==> src/hw/rtl/dac_pkg.sv <==
// dac_pkg: shared types and constants of the decimal accumulator machine
// used by the controller, the datapath and the top level; no dependencies

package dac_pkg;

   localparam int MemWords  = 100;
   localparam int AddrBits  = 7;
   localparam int WordBits  = 15;
   localparam int AccBits   = 28;
   localparam int StatBits  = 3;
   localparam int TypeBits  = 2;

   // request stream: address then data_value, padded to whole bytes
   localparam int InBits    = 24;
   // result stream: status, write_valid, write_value, program_counter,
   // acc_value, instr_word, read_data, padded to whole bytes
   localparam int RspBits   = StatBits + 1 + WordBits + AddrBits + AccBits
                              + WordBits + WordBits;
   localparam int OutBits   = 88;

   localparam logic signed [WordBits-1:0] WordMax = 15'sd9999;
   localparam logic signed [WordBits-1:0] WordMin = -15'sd9999;
   localparam logic signed [AccBits-1:0]  AccMax  = 28'sd9999;
   localparam logic signed [AccBits-1:0]  AccMin  = -28'sd9999;

   // divide by 100 as a multiply by the scaled reciprocal
   localparam int RecipMul   = 5243;
   localparam int RecipShift = 19;
   localparam int DecProdBits = 27;

   localparam logic [AddrBits-1:0] OP_READ   = 7'd10;
   localparam logic [AddrBits-1:0] OP_WRITE  = 7'd11;
   localparam logic [AddrBits-1:0] OP_LOAD   = 7'd20;
   localparam logic [AddrBits-1:0] OP_STORE  = 7'd21;
   localparam logic [AddrBits-1:0] OP_ADD    = 7'd30;
   localparam logic [AddrBits-1:0] OP_SUB    = 7'd31;
   localparam logic [AddrBits-1:0] OP_DIV    = 7'd32;
   localparam logic [AddrBits-1:0] OP_MUL    = 7'd33;
   localparam logic [AddrBits-1:0] OP_BRANCH = 7'd40;
   localparam logic [AddrBits-1:0] OP_BRNEG  = 7'd41;
   localparam logic [AddrBits-1:0] OP_BRZERO = 7'd42;
   localparam logic [AddrBits-1:0] OP_HALT   = 7'd43;

   localparam logic [StatBits-1:0] ST_RUN   = 3'd0;
   localparam logic [StatBits-1:0] ST_HALT  = 3'd1;
   localparam logic [StatBits-1:0] ST_DIVZ  = 3'd2;
   localparam logic [StatBits-1:0] ST_BADOP = 3'd3;
   localparam logic [StatBits-1:0] ST_OVF   = 3'd4;
   localparam logic [StatBits-1:0] ST_IDLE  = 3'd5;

   typedef enum logic [TypeBits-1:0] {
      REQ_LOAD  = 2'd0,
      REQ_START = 2'd1,
      REQ_EXEC  = 2'd2,
      REQ_READ  = 2'd3
   } req_kind_type;

   typedef enum logic [3:0] {
      OPK_READ, OPK_WRITE, OPK_LOAD, OPK_STORE, OPK_ADD, OPK_SUB, OPK_DIV,
      OPK_MUL, OPK_BRANCH, OPK_BRNEG, OPK_BRZERO, OPK_HALT, OPK_BAD
   } op_kind_type;

   typedef enum logic [1:0] {
      RDS_REQ,
      RDS_PC,
      RDS_OPD
   } rd_sel_type;

   typedef struct packed {
      logic       capture;
      logic       load_word;
      logic       start_run;
      rd_sel_type rd_sel;
      logic       read_rsp;
      logic       decode;
      logic       exec;
      logic       div_start;
      logic       div_finish;
      logic       check_ovf;
      logic       load_rsp;
   } cmd_type;

   typedef struct packed {
      logic running;
      logic div_go;
      logic div_done;
   } sts_type;

endpackage

==> src/hw/rtl/decimal_accumulator_cpu.sv <==
// decimal_accumulator_cpu: one request at a time; a memory read goes through
// address and data states, an executed instruction through fetch, decode, operand,
// execute and check, a divide also through the bit-serial divider; next request
// is taken the cycle after its result enters the output register. synchronous
// active-high reset: memory reads as zero, accumulator, counter and instruction
// cleared, status not started. depends on dac_pkg, dac_ctrl and dac_datapath

module decimal_accumulator_cpu (
   input  logic                          clock,
   input  logic                          reset,
   input  logic                          req_tvalid,
   output logic                          req_tready,
   // address [6:0], data_value [21:7], zero pad [23:22]
   input  logic [dac_pkg::InBits-1:0]    req_tdata,
   // req_type [1:0]
   input  logic [dac_pkg::TypeBits-1:0]  req_tuser,
   output logic                          rsp_tvalid,
   input  logic                          rsp_tready,
   // status [2:0], write_valid [3], write_value [18:4], program_counter [25:19],
   // acc_value [53:26], instr_word [68:54], read_data [83:69], zero pad [87:84]
   output logic [dac_pkg::OutBits-1:0]   rsp_tdata
);

   dac_pkg::cmd_type cmd;
   dac_pkg::sts_type sts;

   dac_ctrl u_ctrl (
      .clock      (clock),
      .reset      (reset),
      .req_tvalid (req_tvalid),
      .req_tready (req_tready),
      .req_tuser  (req_tuser),
      .rsp_tvalid (rsp_tvalid),
      .rsp_tready (rsp_tready),
      .sts        (sts),
      .cmd        (cmd)
   );

   dac_datapath u_datapath (
      .clock     (clock),
      .reset     (reset),
      .cmd       (cmd),
      .req_tdata (req_tdata),
      .sts       (sts),
      .rsp_tdata (rsp_tdata)
   );

endmodule

==> src/hw/rtl/dac_ram.sv <==
// dac_ram: generic single-write, single-read memory with registered read data
// no dependencies

module dac_ram #(
   parameter int Width = 8,
   parameter int Depth = 16
) (
   input  logic                     clock,
   input  logic                     wr_en,
   input  logic [$clog2(Depth)-1:0] wr_addr,
   input  logic [Width-1:0]         wr_data,
   input  logic [$clog2(Depth)-1:0] rd_addr,
   output logic [Width-1:0]         rd_data
);

   logic [Width-1:0] mem_ff [Depth];
   logic [Width-1:0] rd_data_ff;

   always_ff @(posedge clock) begin
      if (wr_en) begin
         mem_ff[wr_addr] <= wr_data;
      end
      rd_data_ff <= mem_ff[rd_addr];
   end

   assign rd_data = rd_data_ff;

endmodule

==> src/hw/rtl/dac_div.sv <==
// dac_div: signed truncating divider, one quotient bit per cycle
// depends on dac_pkg for the word width

module dac_div (
   input  logic                                 clock,
   input  logic                                 reset,
   input  logic                                 start,
   input  logic signed [dac_pkg::WordBits-1:0]  dividend,
   input  logic signed [dac_pkg::WordBits-1:0]  divisor,
   output logic                                 done,
   output logic signed [dac_pkg::WordBits-1:0]  quotient
);

   localparam int MagBits = dac_pkg::WordBits - 1;
   localparam int CntBits = $clog2(MagBits + 1);

   logic                  busy_ff;
   logic                  done_ff;
   logic [CntBits-1:0]    cnt_ff;
   logic [MagBits-1:0]    rem_ff;
   logic [MagBits-1:0]    quo_ff;
   logic [MagBits-1:0]    den_ff;
   logic                  neg_ff;

   logic [dac_pkg::WordBits-1:0] dvd_abs;
   logic [dac_pkg::WordBits-1:0] dvs_abs;
   logic [MagBits:0]             rem_sh;
   logic [MagBits+1:0]           diff;
   logic                         take;
   logic [MagBits-1:0]           quo_pos;

   assign dvd_abs = dividend[dac_pkg::WordBits-1] ? -dividend : dividend;
   assign dvs_abs = divisor[dac_pkg::WordBits-1] ? -divisor : divisor;

   // restoring step: shift in the next dividend bit, subtract if it fits
   assign rem_sh = {rem_ff, quo_ff[MagBits-1]};
   assign diff   = {1'b0, rem_sh} - {2'b00, den_ff};
   assign take   = ~diff[MagBits+1];

   always_ff @(posedge clock) begin
      if (reset) begin
         busy_ff <= 1'b0;
         done_ff <= 1'b0;
         cnt_ff  <= '0;
      end else begin
         done_ff <= 1'b0;
         if (start) begin
            busy_ff <= 1'b1;
            cnt_ff  <= CntBits'(MagBits);
         end else if (busy_ff) begin
            cnt_ff <= cnt_ff - 1'b1;
            if (cnt_ff == CntBits'(1)) begin
               busy_ff <= 1'b0;
               done_ff <= 1'b1;
            end
         end
      end
   end

   always_ff @(posedge clock) begin
      if (start) begin
         rem_ff <= '0;
         quo_ff <= dvd_abs[MagBits-1:0];
         den_ff <= dvs_abs[MagBits-1:0];
         neg_ff <= dividend[dac_pkg::WordBits-1] ^ divisor[dac_pkg::WordBits-1];
      end else if (busy_ff) begin
         rem_ff <= take ? diff[MagBits-1:0] : rem_sh[MagBits-1:0];
         quo_ff <= {quo_ff[MagBits-2:0], take};
      end
   end

   assign quo_pos  = quo_ff;
   assign quotient = neg_ff ? -$signed({1'b0, quo_pos}) : $signed({1'b0, quo_pos});
   assign done     = done_ff;

endmodule

==> src/hw/rtl/dac_datapath.sv <==
// dac_datapath: word memory, accumulator, counter, instruction decode and
// result register; depends on dac_pkg, dac_ram and dac_div

module dac_datapath (
   input  logic                           clock,
   input  logic                           reset,
   input  dac_pkg::cmd_type               cmd,
   input  logic [dac_pkg::InBits-1:0]     req_tdata,
   output dac_pkg::sts_type               sts,
   output logic [dac_pkg::OutBits-1:0]    rsp_tdata
);

   localparam int AB = dac_pkg::AddrBits;
   localparam int WB = dac_pkg::WordBits;
   localparam int XB = dac_pkg::AccBits;
   localparam int MB = WB - 1;

   // architectural state
   logic signed [XB-1:0]          acc_ff, acc_in;
   logic [AB-1:0]                 pc_ff, pc_in;
   logic signed [WB-1:0]          instr_ff, instr_in;
   logic [dac_pkg::StatBits-1:0]  status_ff, status_in;
   logic [dac_pkg::MemWords-1:0]  valid_ff;
   logic                          vld_rd_ff;

   // per-request and decode registers
   logic [AB-1:0]                 addr_ff, addr_in;
   logic signed [WB-1:0]          dval_ff, dval_in;
   dac_pkg::op_kind_type          op_ff, op_in;
   logic [AB-1:0]                 opd_ff, opd_in;
   logic                          wvalid_ff, wvalid_in;
   logic signed [WB-1:0]          wvalue_ff, wvalue_in;
   logic signed [WB-1:0]          rdata_ff, rdata_in;
   logic [dac_pkg::OutBits-1:0]   rsp_ff;

   // memory port
   logic                          wr_en;
   logic [AB-1:0]                 wr_addr;
   logic [WB-1:0]                 wr_data;
   logic [AB-1:0]                 rd_addr;
   logic [WB-1:0]                 ram_q;
   logic signed [WB-1:0]          rd_word;

   // decode
   logic                          dec_neg;
   logic [MB-1:0]                 dec_mag;
   logic [dac_pkg::DecProdBits-1:0] dec_prod;
   logic [AB-1:0]                 dec_op;
   logic [MB-1:0]                 dec_hund;
   logic [MB-1:0]                 dec_sub;
   dac_pkg::op_kind_type          dec_kind;

   logic [AB-1:0]                 pc_adv;
   logic signed [WB-1:0]          dval_sat;
   logic signed [2*WB-1:0]        mul_p;
   logic                          load_ok;
   logic                          div_done;
   logic signed [WB-1:0]          div_q;

   dac_ram #(
      .Width (WB),
      .Depth (dac_pkg::MemWords)
   ) u_ram (
      .clock   (clock),
      .wr_en   (wr_en),
      .wr_addr (wr_addr),
      .wr_data (wr_data),
      .rd_addr (rd_addr),
      .rd_data (ram_q)
   );

   dac_div u_div (
      .clock    (clock),
      .reset    (reset),
      .start    (cmd.div_start),
      .dividend (acc_ff[WB-1:0]),
      .divisor  (rd_word),
      .done     (div_done),
      .quotient (div_q)
   );

   always_comb begin
      unique case (cmd.rd_sel)
         dac_pkg::RDS_REQ: rd_addr = addr_ff;
         dac_pkg::RDS_PC:  rd_addr = pc_ff;
         dac_pkg::RDS_OPD: rd_addr = opd_ff;
         default:          rd_addr = opd_ff;
      endcase
   end

   // words never written read as zero, as do addresses past the end
   assign rd_word = vld_rd_ff ? $signed(ram_q) : '0;

   assign dec_neg  = rd_word[WB-1];
   assign dec_mag  = rd_word[MB-1:0];
   assign dec_prod = dac_pkg::DecProdBits'(dec_mag) *
                     dac_pkg::DecProdBits'(dac_pkg::RecipMul);
   assign dec_op   = dec_prod[dac_pkg::RecipShift +: AB];
   assign dec_hund = MB'(dec_op) * MB'(100);
   assign dec_sub  = dec_mag - dec_hund;

   always_comb begin
      if (dec_neg) begin
         dec_kind = dac_pkg::OPK_BAD;
      end else begin
         unique case (dec_op)
            dac_pkg::OP_READ:   dec_kind = dac_pkg::OPK_READ;
            dac_pkg::OP_WRITE:  dec_kind = dac_pkg::OPK_WRITE;
            dac_pkg::OP_LOAD:   dec_kind = dac_pkg::OPK_LOAD;
            dac_pkg::OP_STORE:  dec_kind = dac_pkg::OPK_STORE;
            dac_pkg::OP_ADD:    dec_kind = dac_pkg::OPK_ADD;
            dac_pkg::OP_SUB:    dec_kind = dac_pkg::OPK_SUB;
            dac_pkg::OP_DIV:    dec_kind = dac_pkg::OPK_DIV;
            dac_pkg::OP_MUL:    dec_kind = dac_pkg::OPK_MUL;
            dac_pkg::OP_BRANCH: dec_kind = dac_pkg::OPK_BRANCH;
            dac_pkg::OP_BRNEG:  dec_kind = dac_pkg::OPK_BRNEG;
            dac_pkg::OP_BRZERO: dec_kind = dac_pkg::OPK_BRZERO;
            dac_pkg::OP_HALT:   dec_kind = dac_pkg::OPK_HALT;
            default:            dec_kind = dac_pkg::OPK_BAD;
         endcase
      end
   end

   assign pc_adv = (pc_ff == AB'(dac_pkg::MemWords - 1)) ? '0 : pc_ff + 1'b1;

   always_comb begin
      if (dval_ff > dac_pkg::WordMax) begin
         dval_sat = dac_pkg::WordMax;
      end else if (dval_ff < dac_pkg::WordMin) begin
         dval_sat = dac_pkg::WordMin;
      end else begin
         dval_sat = dval_ff;
      end
   end

   // accumulator is within one word while a run is live
   assign mul_p = $signed(acc_ff[WB-1:0]) * rd_word;

   assign load_ok = (addr_ff < AB'(dac_pkg::MemWords)) &&
                    (dval_ff <= dac_pkg::WordMax) && (dval_ff >= dac_pkg::WordMin);

   always_comb begin
      wr_en   = 1'b0;
      wr_addr = opd_ff;
      wr_data = acc_ff[WB-1:0];
      if (cmd.load_word) begin
         wr_en   = load_ok;
         wr_addr = addr_ff;
         wr_data = dval_ff;
      end else if (cmd.exec && op_ff == dac_pkg::OPK_READ) begin
         wr_en   = 1'b1;
         wr_data = dval_sat;
      end else if (cmd.exec && op_ff == dac_pkg::OPK_STORE) begin
         wr_en   = 1'b1;
      end
   end

   always_comb begin
      acc_in    = acc_ff;
      pc_in     = pc_ff;
      instr_in  = instr_ff;
      status_in = status_ff;
      addr_in   = addr_ff;
      dval_in   = dval_ff;
      op_in     = op_ff;
      opd_in    = opd_ff;
      wvalid_in = wvalid_ff;
      wvalue_in = wvalue_ff;
      rdata_in  = rdata_ff;

      if (cmd.capture) begin
         addr_in   = req_tdata[AB-1:0];
         dval_in   = $signed(req_tdata[AB +: WB]);
         wvalid_in = 1'b0;
         wvalue_in = '0;
         rdata_in  = '0;
      end
      if (cmd.start_run) begin
         pc_in     = '0;
         acc_in    = '0;
         status_in = dac_pkg::ST_RUN;
      end
      if (cmd.read_rsp) begin
         rdata_in = rd_word;
      end
      if (cmd.decode) begin
         instr_in = rd_word;
         op_in    = dec_kind;
         opd_in   = dec_sub[AB-1:0];
      end
      if (cmd.exec) begin
         unique case (op_ff)
            dac_pkg::OPK_READ:   pc_in = pc_adv;
            dac_pkg::OPK_WRITE: begin
               wvalid_in = 1'b1;
               wvalue_in = rd_word;
               pc_in     = pc_adv;
            end
            dac_pkg::OPK_LOAD: begin
               acc_in = XB'(rd_word);
               pc_in  = pc_adv;
            end
            dac_pkg::OPK_STORE:  pc_in = pc_adv;
            dac_pkg::OPK_ADD: begin
               acc_in = acc_ff + XB'(rd_word);
               pc_in  = pc_adv;
            end
            dac_pkg::OPK_SUB: begin
               acc_in = acc_ff - XB'(rd_word);
               pc_in  = pc_adv;
            end
            dac_pkg::OPK_DIV: begin
               // nonzero divisor goes to the divider, finished later
               if (rd_word == '0) begin
                  status_in = dac_pkg::ST_DIVZ;
               end
            end
            dac_pkg::OPK_MUL: begin
               acc_in = mul_p[XB-1:0];
               pc_in  = pc_adv;
            end
            dac_pkg::OPK_BRANCH: pc_in = opd_ff;
            dac_pkg::OPK_BRNEG:  pc_in = acc_ff[XB-1] ? opd_ff : pc_adv;
            dac_pkg::OPK_BRZERO: pc_in = (acc_ff == '0) ? opd_ff : pc_adv;
            dac_pkg::OPK_HALT:   status_in = dac_pkg::ST_HALT;
            default:             status_in = dac_pkg::ST_BADOP;
         endcase
      end
      if (cmd.div_finish) begin
         acc_in = XB'(div_q);
         pc_in  = pc_adv;
      end
      if (cmd.check_ovf) begin
         if (acc_ff > dac_pkg::AccMax || acc_ff < dac_pkg::AccMin) begin
            status_in = dac_pkg::ST_OVF;
         end
      end
   end

   always_ff @(posedge clock) begin
      if (reset) begin
         acc_ff    <= '0;
         pc_ff     <= '0;
         instr_ff  <= '0;
         status_ff <= dac_pkg::ST_IDLE;
         valid_ff  <= '0;
         vld_rd_ff <= 1'b0;
      end else begin
         acc_ff    <= acc_in;
         pc_ff     <= pc_in;
         instr_ff  <= instr_in;
         status_ff <= status_in;
         if (wr_en) begin
            valid_ff[wr_addr] <= 1'b1;
         end
         vld_rd_ff <= (rd_addr < AB'(dac_pkg::MemWords)) ? valid_ff[rd_addr] : 1'b0;
      end
   end

   always_ff @(posedge clock) begin
      addr_ff   <= addr_in;
      dval_ff   <= dval_in;
      op_ff     <= op_in;
      opd_ff    <= opd_in;
      wvalid_ff <= wvalid_in;
      wvalue_ff <= wvalue_in;
      rdata_ff  <= rdata_in;
      if (cmd.load_rsp) begin
         rsp_ff <= {(dac_pkg::OutBits - dac_pkg::RspBits)'(0), rdata_ff, instr_ff,
                    acc_ff, pc_ff, wvalue_ff, wvalid_ff, status_ff};
      end
   end

   assign rsp_tdata    = rsp_ff;
   assign sts.running  = (status_ff == dac_pkg::ST_RUN);
   assign sts.div_go   = (op_ff == dac_pkg::OPK_DIV) && (rd_word != '0);
   assign sts.div_done = div_done;

endmodule

==> src/hw/rtl/dac_ctrl.sv <==
// dac_ctrl: sequencer for one request at a time and result handshake
// depends on dac_pkg for the command and status structs

module dac_ctrl (
   input  logic                          clock,
   input  logic                          reset,
   input  logic                          req_tvalid,
   output logic                          req_tready,
   input  logic [dac_pkg::TypeBits-1:0]  req_tuser,
   output logic                          rsp_tvalid,
   input  logic                          rsp_tready,
   input  dac_pkg::sts_type              sts,
   output dac_pkg::cmd_type              cmd
);

   typedef enum logic [3:0] {
      S_IDLE, S_LOAD, S_START, S_RD_ADDR, S_RD_DATA, S_FETCH, S_DECODE,
      S_OPND, S_EXEC, S_DIV_START, S_DIV_WAIT, S_DIV_FIN, S_CHECK, S_DONE
   } state_type;

   state_type state_ff;
   logic      rsp_tvalid_ff;
   logic      accept;
   logic      rsp_load;

   assign req_tready = (state_ff == S_IDLE);
   assign accept     = req_tvalid && req_tready;
   // the result register frees up in the same cycle it is taken
   assign rsp_load   = (state_ff == S_DONE) && (!rsp_tvalid_ff || rsp_tready);

   always_comb begin
      cmd            = '0;
      cmd.rd_sel     = dac_pkg::RDS_OPD;
      cmd.capture    = accept;
      cmd.load_rsp   = rsp_load;
      unique case (state_ff)
         S_LOAD:      cmd.load_word  = 1'b1;
         S_START:     cmd.start_run  = 1'b1;
         S_RD_ADDR:   cmd.rd_sel     = dac_pkg::RDS_REQ;
         S_RD_DATA: begin
            cmd.rd_sel   = dac_pkg::RDS_REQ;
            cmd.read_rsp = 1'b1;
         end
         S_FETCH:     cmd.rd_sel     = dac_pkg::RDS_PC;
         S_DECODE: begin
            cmd.rd_sel = dac_pkg::RDS_PC;
            cmd.decode = 1'b1;
         end
         S_EXEC:      cmd.exec       = 1'b1;
         S_DIV_START: cmd.div_start  = 1'b1;
         S_DIV_FIN:   cmd.div_finish = 1'b1;
         S_CHECK:     cmd.check_ovf  = 1'b1;
         default:     cmd.rd_sel     = dac_pkg::RDS_OPD;
      endcase
   end

   always_ff @(posedge clock) begin
      if (reset) begin
         state_ff      <= S_IDLE;
         rsp_tvalid_ff <= 1'b0;
      end else begin
         if (rsp_load) begin
            rsp_tvalid_ff <= 1'b1;
         end else if (rsp_tready) begin
            rsp_tvalid_ff <= 1'b0;
         end

         unique case (state_ff)
            S_IDLE: begin
               if (accept) begin
                  unique case (dac_pkg::req_kind_type'(req_tuser))
                     dac_pkg::REQ_LOAD:  state_ff <= S_LOAD;
                     dac_pkg::REQ_START: state_ff <= S_START;
                     dac_pkg::REQ_EXEC:  state_ff <= sts.running ? S_FETCH : S_DONE;
                     dac_pkg::REQ_READ:  state_ff <= S_RD_ADDR;
                     default:            state_ff <= S_DONE;
                  endcase
               end
            end
            S_LOAD:      state_ff <= S_DONE;
            S_START:     state_ff <= S_DONE;
            S_RD_ADDR:   state_ff <= S_RD_DATA;
            S_RD_DATA:   state_ff <= S_DONE;
            S_FETCH:     state_ff <= S_DECODE;
            S_DECODE:    state_ff <= S_OPND;
            S_OPND:      state_ff <= S_EXEC;
            S_EXEC:      state_ff <= sts.div_go ? S_DIV_START : S_CHECK;
            S_DIV_START: state_ff <= S_DIV_WAIT;
            S_DIV_WAIT: begin
               if (sts.div_done) begin
                  state_ff <= S_DIV_FIN;
               end
            end
            S_DIV_FIN:   state_ff <= S_CHECK;
            S_CHECK:     state_ff <= S_DONE;
            S_DONE: begin
               if (rsp_load) begin
                  state_ff <= S_IDLE;
               end
            end
            default:     state_ff <= S_IDLE;
         endcase
      end
   end

   assign rsp_tvalid = rsp_tvalid_ff;

endmodule

==> config.mk <==
export PLATFORM = sky130hd
export DESIGN_NAME = decimal_accumulator_cpu
export DESIGN_NICKNAME = d
export VERILOG_FILES = /design/src/hw/rtl/dac_pkg.sv /design/src/hw/rtl/decimal_accumulator_cpu.sv /design/src/hw/rtl/dac_ram.sv /design/src/hw/rtl/dac_div.sv /design/src/hw/rtl/dac_datapath.sv /design/src/hw/rtl/dac_ctrl.sv
export SDC_FILE = /design/constraint.sdc
export NUM_CORES = 2
export LEC_CHECK = 0
export BUFFER_PORTS_ARGS = -buffer_cell sky130_fd_sc_hd__buf_2
export CAP_MARGIN = 10
export CORE_AREA = 2 2 546 277
export DETAILED_ROUTE_END_ITERATION = 16
export DIE_AREA = 0 0 548 279
export GPL_TIMING_DRIVEN = 0
export PLACE_DENSITY = 0.76
export SLEW_MARGIN = 10
export SYNTH_ARGS = -nofsm -noshare
export SYNTH_HDL_FRONTEND = slang
export SYNTH_HIERARCHICAL = 1
export SYNTH_SLANG_ARGS = --single-unit
==> constraint.sdc <==
create_clock -name clock -period 8.6 [get_ports clock]
set_input_delay 0.43 -clock clock [delete_from_list [all_inputs] [get_ports clock]]
set_output_delay 0.43 -clock clock [all_outputs]
set_load 0.02 [all_outputs]
# Word-level counts from Yosys, hierarchy flattened
# Memories as Yosys holds them, arrays and structs flattened. A register that Yosys moved wholly into a read port is not among the register bits.
# Index checks and enable logic that the tools add are counted.
[totals] register_bits=356 ram_bits=1500 in_bits=30 out_inout_bits=90 elab_cells=201 n_memories=1
[classes] n_addsub=9 multipliers=3 order_cmp=11 n_eq_ne=45 muxes=72 bitwise_logic=5 n_reduce_logical=31
[memory_table] memory="u_datapath.u_ram.mem_ff" depth=100 width=15 rd=1 rd_clocked_by_memory_dff=1 write_ports=1 line_no="dac_ram.sv:16" rtl="logic [Width-1:0] mem_ff [Depth];"
[ops] cell="$mux W15" n=11
[ops] cell="$pmux W28 S4" n=1
[ops] cell="$or A100 B100 Y100" n=1
[ops] cell="$mux W28" n=3
[ops] cell="$mux W14" n=5
[ops] cell="$mux W7" n=7
[ops] cell="$pmux W4 S12" n=1
[ops] cell="$pmux W4 S11" n=1
[ops] cell="$eq A7 B6 Y1 const B" n=6
[ops] cell="$eq A4 B4 Y1 const B" n=10
[ops] cell="$eq A4 B3 Y1 const B" n=8
[ops] cell="$add A28 B15 Y28" n=1
[ops] cell="$eq A7 B5 Y1 const B" n=4
[ops] cell="$gt A28 B15 Y1 const B" n=1
[ops] cell="$logic_not A28 Y1" n=1
[ops] cell="$lt A28 B15 Y1 const B" n=1
[ops] cell="$mul A15 B15 Y28" n=1
[ops] cell="$neg A14 Y14" n=2
[ops] cell="$pmux W7 S4" n=1
[ops] cell="$sub A28 B15 Y28" n=1
[ops] cell="$mul A14 B13 Y26 const B" n=1
[ops] cell="$mux W1" n=24
[ops] cell="$mux W4" n=6
[ops] cell="$mux W3" n=6
[ops] cell="44 further kinds" n=72

# Depth between registers and ports, before layout
[depth] word_depth=8 depth_mapped=31 mapped_depth_nobuf=28

# By module
# The synthesis kept the hierarchy.
[modules_own_cells] module="dac_ram" instances=1 cells_each=2512 area_each_um2=58066.9 seq_area_each_um2=45343.5
[modules_own_cells] module="dac_datapath" instances=1 cells_each=2775 area_each_um2=26273.9 seq_area_each_um2=7367.1
[modules_own_cells] module="dac_div" instances=1 cells_each=387 area_each_um2=3394.5 seq_area_each_um2=1271.2
[modules_own_cells] module="dac_ctrl" instances=1 cells_each=75 area_each_um2=504.2 seq_area_each_um2=100.1

# Worst setup path after synthesis
# No wires, ideal clock.
[synth_path] path_type="register to register" from="reg u_datapath.vld_rd_ff" to="reg u_datapath.opd_ff[6], data pin" setup_time_ps=258 arrival_time_ps=7195 required_ps=8342 slack_ps=1147 stages_incl_launch_ff=31 path_buffers=3 synth_period_minus_slack_ps=7453 cell_sequence="dfxtp_1 > buf_2 > clkbuf_1 > nand2_1 > inv_1 > clkbuf_1 > ha_1 > fa_1 > inv_1 > fa_1 > inv_1 > ha_1 > inv_1 > fa_1 > inv_1 > ha_1 > or4_1 > o311a_1 > o21a_1 > a21o_1 > a21o_1 > a21o_1 > a21o_1 > xor2_1 > ha_1 > fa_1 > inv_1 > a21o_1 > a21oi_1 > xnor2_1 > xnor2_1"
[synth_between] elab_chain_len=4
[synth_lines] item="start, declared" line_no="dac_datapath.sv:24" rtl="logic vld_rd_ff;"
[synth_lines] item="start signal, assigned" line_no="dac_datapath.sv:256" rtl="vld_rd_ff <= (rd_addr < AB'(dac_pkg::MemWords)) ? valid_ff[rd_addr] : 1'b0;"
[synth_lines] item="$mux W15 *" line_no="dac_datapath.sv:92" rtl="assign rd_word = vld_rd_ff ? $signed(ram_q) : '0;"
[synth_lines] item="via u_datapath.rd_word[6]" line_no="dac_datapath.sv:42" rtl="logic signed [WB-1:0] rd_word;"
[synth_lines] item="$mul A14 B13 Y26" line_no="dac_datapath.sv:96" rtl="assign dec_prod = dac_pkg::DecProdBits'(dec_mag) *"
[synth_lines] item="$mul A7 B5 Y5" line_no="dac_datapath.sv:99" rtl="assign dec_hund = MB'(dec_op) * MB'(100);"
[synth_lines] item="$sub A7 B7 Y7 *" line_no="dac_datapath.sv:100" rtl="assign dec_sub = dec_mag - dec_hund;"
[synth_lines] item="via u_datapath.dec_sub[6]" line_no="dac_datapath.sv:50" rtl="logic [MB-1:0] dec_sub;"
[synth_lines] item="end signal, assigned" line_no="dac_datapath.sv:264" rtl="opd_ff <= opd_in;"
[synth_lines] item="end, declared" line_no="dac_datapath.sv:30" rtl="logic [AB-1:0] opd_ff, opd_in;"
# The timed path passes the listed nets; every way through them passes the cells marked *.
# A chain may end at the register's enable or synchronous reset.

# Final worst setup path
[layout_path] from="reg u_datapath.acc_ff[9]" to="reg u_datapath.acc_ff[23]"
[layout_between] elab_chain_len=4 word_cells_on_any_way=6 cone_classes="2 x add/sub; 1 x mul; 3 x mux"
[layout_lines] item="start, declared" line_no="dac_datapath.sv:19" rtl="logic signed [XB-1:0] acc_ff, acc_in;"
[layout_lines] item="start signal, assigned" line_no="dac_datapath.sv:249" rtl="acc_ff <= acc_in;"
[layout_lines] item="$mul A15 B15 Y28 (tied with other cells)" line_no="dac_datapath.sv:137" rtl="assign mul_p = $signed(acc_ff[WB-1:0]) * rd_word;"
[layout_lines] item="$pmux W28 S4 *" line_no="dac_datapath.sv:192" rtl="unique case (op_ff)"
[layout_lines] item="$mux W28 *" line_no="dac_datapath.sv:191" rtl="if (cmd.exec) begin"
[layout_lines] item="$mux W28 *" line_no="dac_datapath.sv:229" rtl="if (cmd.div_finish) begin"
# Mark *: on every way between the ends. The rest lies on a longest branch, timed or not.

==> flow_metrics.py <==
metrics = {
    "critical_path": {
        "required_ps": 9230,
        "crit_fanout": 10,
        "crit_path_start_kind": "flip-flop",
        "arrival_ps": 9290,
        "critPathKind": "flip-flop to flip-flop",
        "critPathCaptureType": "flip-flop",
    },
    "clock_network": {
        "clk_latency_ps": 840,
        "clock_sinks": 1871,
        "htree_num_levels": 4,
        "cts_tree": "built",
        "cts_buffer_depth": 4,
        "cts_buffers": 166,
        "path_clk_slew_ps": 70,
        "clk_root_buffer_cell": "clkbuf_16",
    },
    "global_route": {
        "grt_pass1_wl_um": 414000,
        "grt_pass1_vias": 54300,
        "grt.total_usage_pct": 39.1,
        "grt_antenna_before_repair": 20,
        "grt_max_degree": 85,
        "grt_overflow": 0,
    },
    "flow_run": {
        "cap_violations": 2,
    },
    "layout": {
        "area_delta_synth_final_pct": 13.2,
        "final_cell_area_um2": 99900,
        "fin_util_pct": 67.6,
        "drive_gt1_share_pct": 19.4,
        "final_cells": 8318,
        "layout.nets": 6750,
        "n_fill_cell": 9769,
    },
    "detailed_routing": {
        "dr.pass1.iters": 7,
        "drtAntennaViolNets": 0,
        "vias": 58000,
        "drt_first_iter_violations": 11200,
        "wl_um": 299000,
        "drc": 0,
        "viasPerCell": 6.97,
        "wl_per_cell_um": 35.9,
    },
    "timing": {
        "finalCritPeriodShare_pct": 101,
        "tightestPinTransition_ps": 1550,
        "slew_viol_final": 11,
        "finalSetupViolations": 4,
        "slew_headroom_pct": -3.18,
        "setup_ws_ps": -57.0,
        "timing.hold.ws_ps": 108,
        "rsz0062_at_grt": "yes",
        "period_minus_slack_ps": 8660,
        "setup_tns_ps": -150,
        "fmax_mhz": 116,
        "final-hold-violation-count": 0,
        "clock_skew_ps": 57.2,
    },
    "yosys": {
        "async_reset_ff_share_pct": 0,
        "synth-edff-count": 1661,
        "synthAdderAreaFrac_pct": 9.67,
        "synth_xor_area_share_pct": 1.26,
        "yosysUniqueCellTypes": 104,
        "synthSimpleGateAreaFrac_pct": 6.07,
        "avgSynthCellArea_um2": 15.3,
        "syn_inst": 5749,
        "synthMuxAreaShare_pct": 12.4,
        "synth-seq-cells": 1871,
        "synth_top_family_by_area": "multiplexers",
        "synth-warning-count": 6,
        "yosysSeqAreaShare_pct": 61.3,
        "synth-main-ff-cell": "edfxtp_1",
        "synth_compound_area_share_pct": 5.63,
        "syn-cell-area_um2": 88200,
    },
    "worst_hold_path": {
        "hold_class": "primary input to flip-flop",
    },
    "outcome": {
        "violations": "capacitance limit, slew limit, setup timing",
        "status": "finished with violations",
    },
    "power": {
        "p_leak_nw": 36.4,
        "power_mw": 35.0,
        "vdd_ir_drop_max_mv": 0.246,
        "cellPowerDensity_nw_per_um2": 350,
    },
    "floorplan": {
        "initial_core_util_pct": 59.7,
        "dieHeight_um": 279,
        "io_pins": 120,
        "dieArea_um2": 153000,
        "die_x_um": 548,
        "coreArea_um2": 148000,
        "rows": 100,
    },
    "placement": {
        "hpwl_um": 217000,
        "dp_cells": 7991,
        "io_buffers": 113,
        "finalWeightedCongestion": 1.05,
        "preCtsSetupSlack_ps": -907,
        "postPlaceCellArea_um2": 94100,
    },
}
[layout by cell type (no fill, tap or decap), types with 30 or more instances in the layout]
master,netlist,final
a211oi_1,33,33
a21o_1,33,33
a21oi_1,269,268
a22oi_1,31,30
a31oi_1,39,39
and3_1,110,110
buf_2,47,162
buf_4,30,48
buf_8,6,92
clkbuf_1,162,170
clkbuf_16,0,169
clkinv_1,6,34
dfxtp_1,210,210
edfxtp_1,1661,1661
fa_1,275,275
ha_1,242,242
inv_1,452,448
mux2i_1,139,139
mux4_2,420,420
nand2_1,290,284
nand2b_1,36,36
nand3_1,45,45
nor2_1,425,326
nor2_2,0,99
nor2b_1,48,48
nor3_1,55,52
o21ai_0,122,111
o22ai_1,38,38
xnor2_1,97,95
xor2_1,30,30
[power by group]
part | switching, mW | total [mW] | internal (mW)
Sequential | 0.356 | 11.6 | 11.2
Clock | 3.39 | 7.56 | 4.17
Combinational | 10.7 | 15.8 | 5.17
[area by class of cell]
| class | instances | area [um2] | area share, % |
|---|---|---|---|
| clock buffers | 197 | 4360 | 4.37 |
| diodes | 7 | 17.5 | 0.0175 |
| plain buffers | 289 | 1550 | 1.55 |
| repair buffers | 284 | 3210 | 3.21 |
| inverters | 460 | 1760 | 1.76 |
| well taps | 1989 | 2490 | 2.49 |
| flip-flops and latches | 1871 | 54100 | 54.2 |
| clock inverters | 90 | 940 | 0.941 |
| multi-input cells | 3131 | 31500 | 31.5 |
[state kept, by name (all words and copies together), names as in the netlist, 3 cells and up]
register                  flops
u_datapath/u_div/quo_ff      14
u_datapath/pc_ff              7
u_datapath/u_ram/mem_ff    1500
u_datapath/instr_ff          15
u_datapath/rsp_tdata         84
u_datapath/u_div/cnt_ff       4
u_datapath/u_ram/rd_data     15
u_datapath/addr_ff            7
u_datapath/u_div/rem_ff      14
u_datapath/valid_ff         100
u_datapath/u_div/den_ff      14
u_datapath/status_ff          3
u_datapath/rdata_ff          15
u_datapath/acc_ff            28
u_ctrl/state_ff               4
u_datapath/wvalue_ff         15
u_datapath/opd_ff             7
u_datapath/op_ff              4
u_datapath/dval_ff           15
[worst max-delay path: stages, from the launching register on]
cell and delay (ps):
dfxtp_1 720, clkbuf_1 790, clkbuf_1 680, nand2_1 150, fa_1 550, fa_1 460
fa_1 520, inv_1 50, ha_1 320, fa_1 540, inv_1 50, fa_1 530
inv_1 40, ha_1 260, a2111oi_1 830, o31ai_2 320, o211ai_1 550, a31oi_1 240
o41ai_2 290, xor2_1 270, o221a_2 260, o41ai_2 60
[Yosys cell counts, drive strengths merged (36+ instances only)]
library cell,instances,share of area [%]
ha,242,3.4
inv,454,1.9
nor3,57,0.34
buf,128,1.0
clkbuf,162,0.69
xnor2,97,0.96
nand3,45,0.26
nor2b,48,0.34
o21ai,137,0.79
a21oi,269,1.5
nand2,290,1.2
dfxtp,210,4.8
o22ai,38,0.27
mux4,420,11
nor2,426,1.8
nand2b,36,0.26
and3,111,0.79
edfxtp,1661,57
a31oi,40,0.29
fa,275,6.2
mux2i,139,1.6
[layer usage]
layer	vias to the layer above	share of wire, %	GRT usage [%]
met2	5513	36	45.4
met5	-	0.12	0.156
met4	20	2.3	7.40
li1	22600	-	-
met1	29300	40	60.5
met3	609	22	24.7
[path summary, 6_finish.rpt]
| kind | startpoint | cells after the start | endpoint | slack, ps |
|---|---|---|---|---|
| min reg2reg | u_datapath/rdata_ff[0] | 0 | u_datapath/rsp_tdata[69] | 420 |
| min | req_tvalid | 4 | u_ctrl/state_ff[1] | 110 |
| max | u_datapath/acc_ff[9] | 21 | u_datapath/acc_ff[23] | -60 |
| max reg2reg | u_datapath/acc_ff[9] | 21 | u_datapath/acc_ff[23] | -60 |
[cells by family after synthesis]
logic type | Yosys count
DFF | 1871
and+or+nand+nor | 1144
AOI/OAI and AO/OA | 770
buffers and inverters | 750
muxes | 569
adders and majority gates | 517
xor gates and xnor gates | 127
other | 1
[what timing repair did]
item	in CTS	in global routing
endpoints found under the setup margin	21	16
gates resized for setup	20	36
hold buffers	24	0
setup buffers	7	0
endpoints found under the hold margin	26	0
pin swaps	0	0
Note: power is estimated with default switching activity, not from simulation.
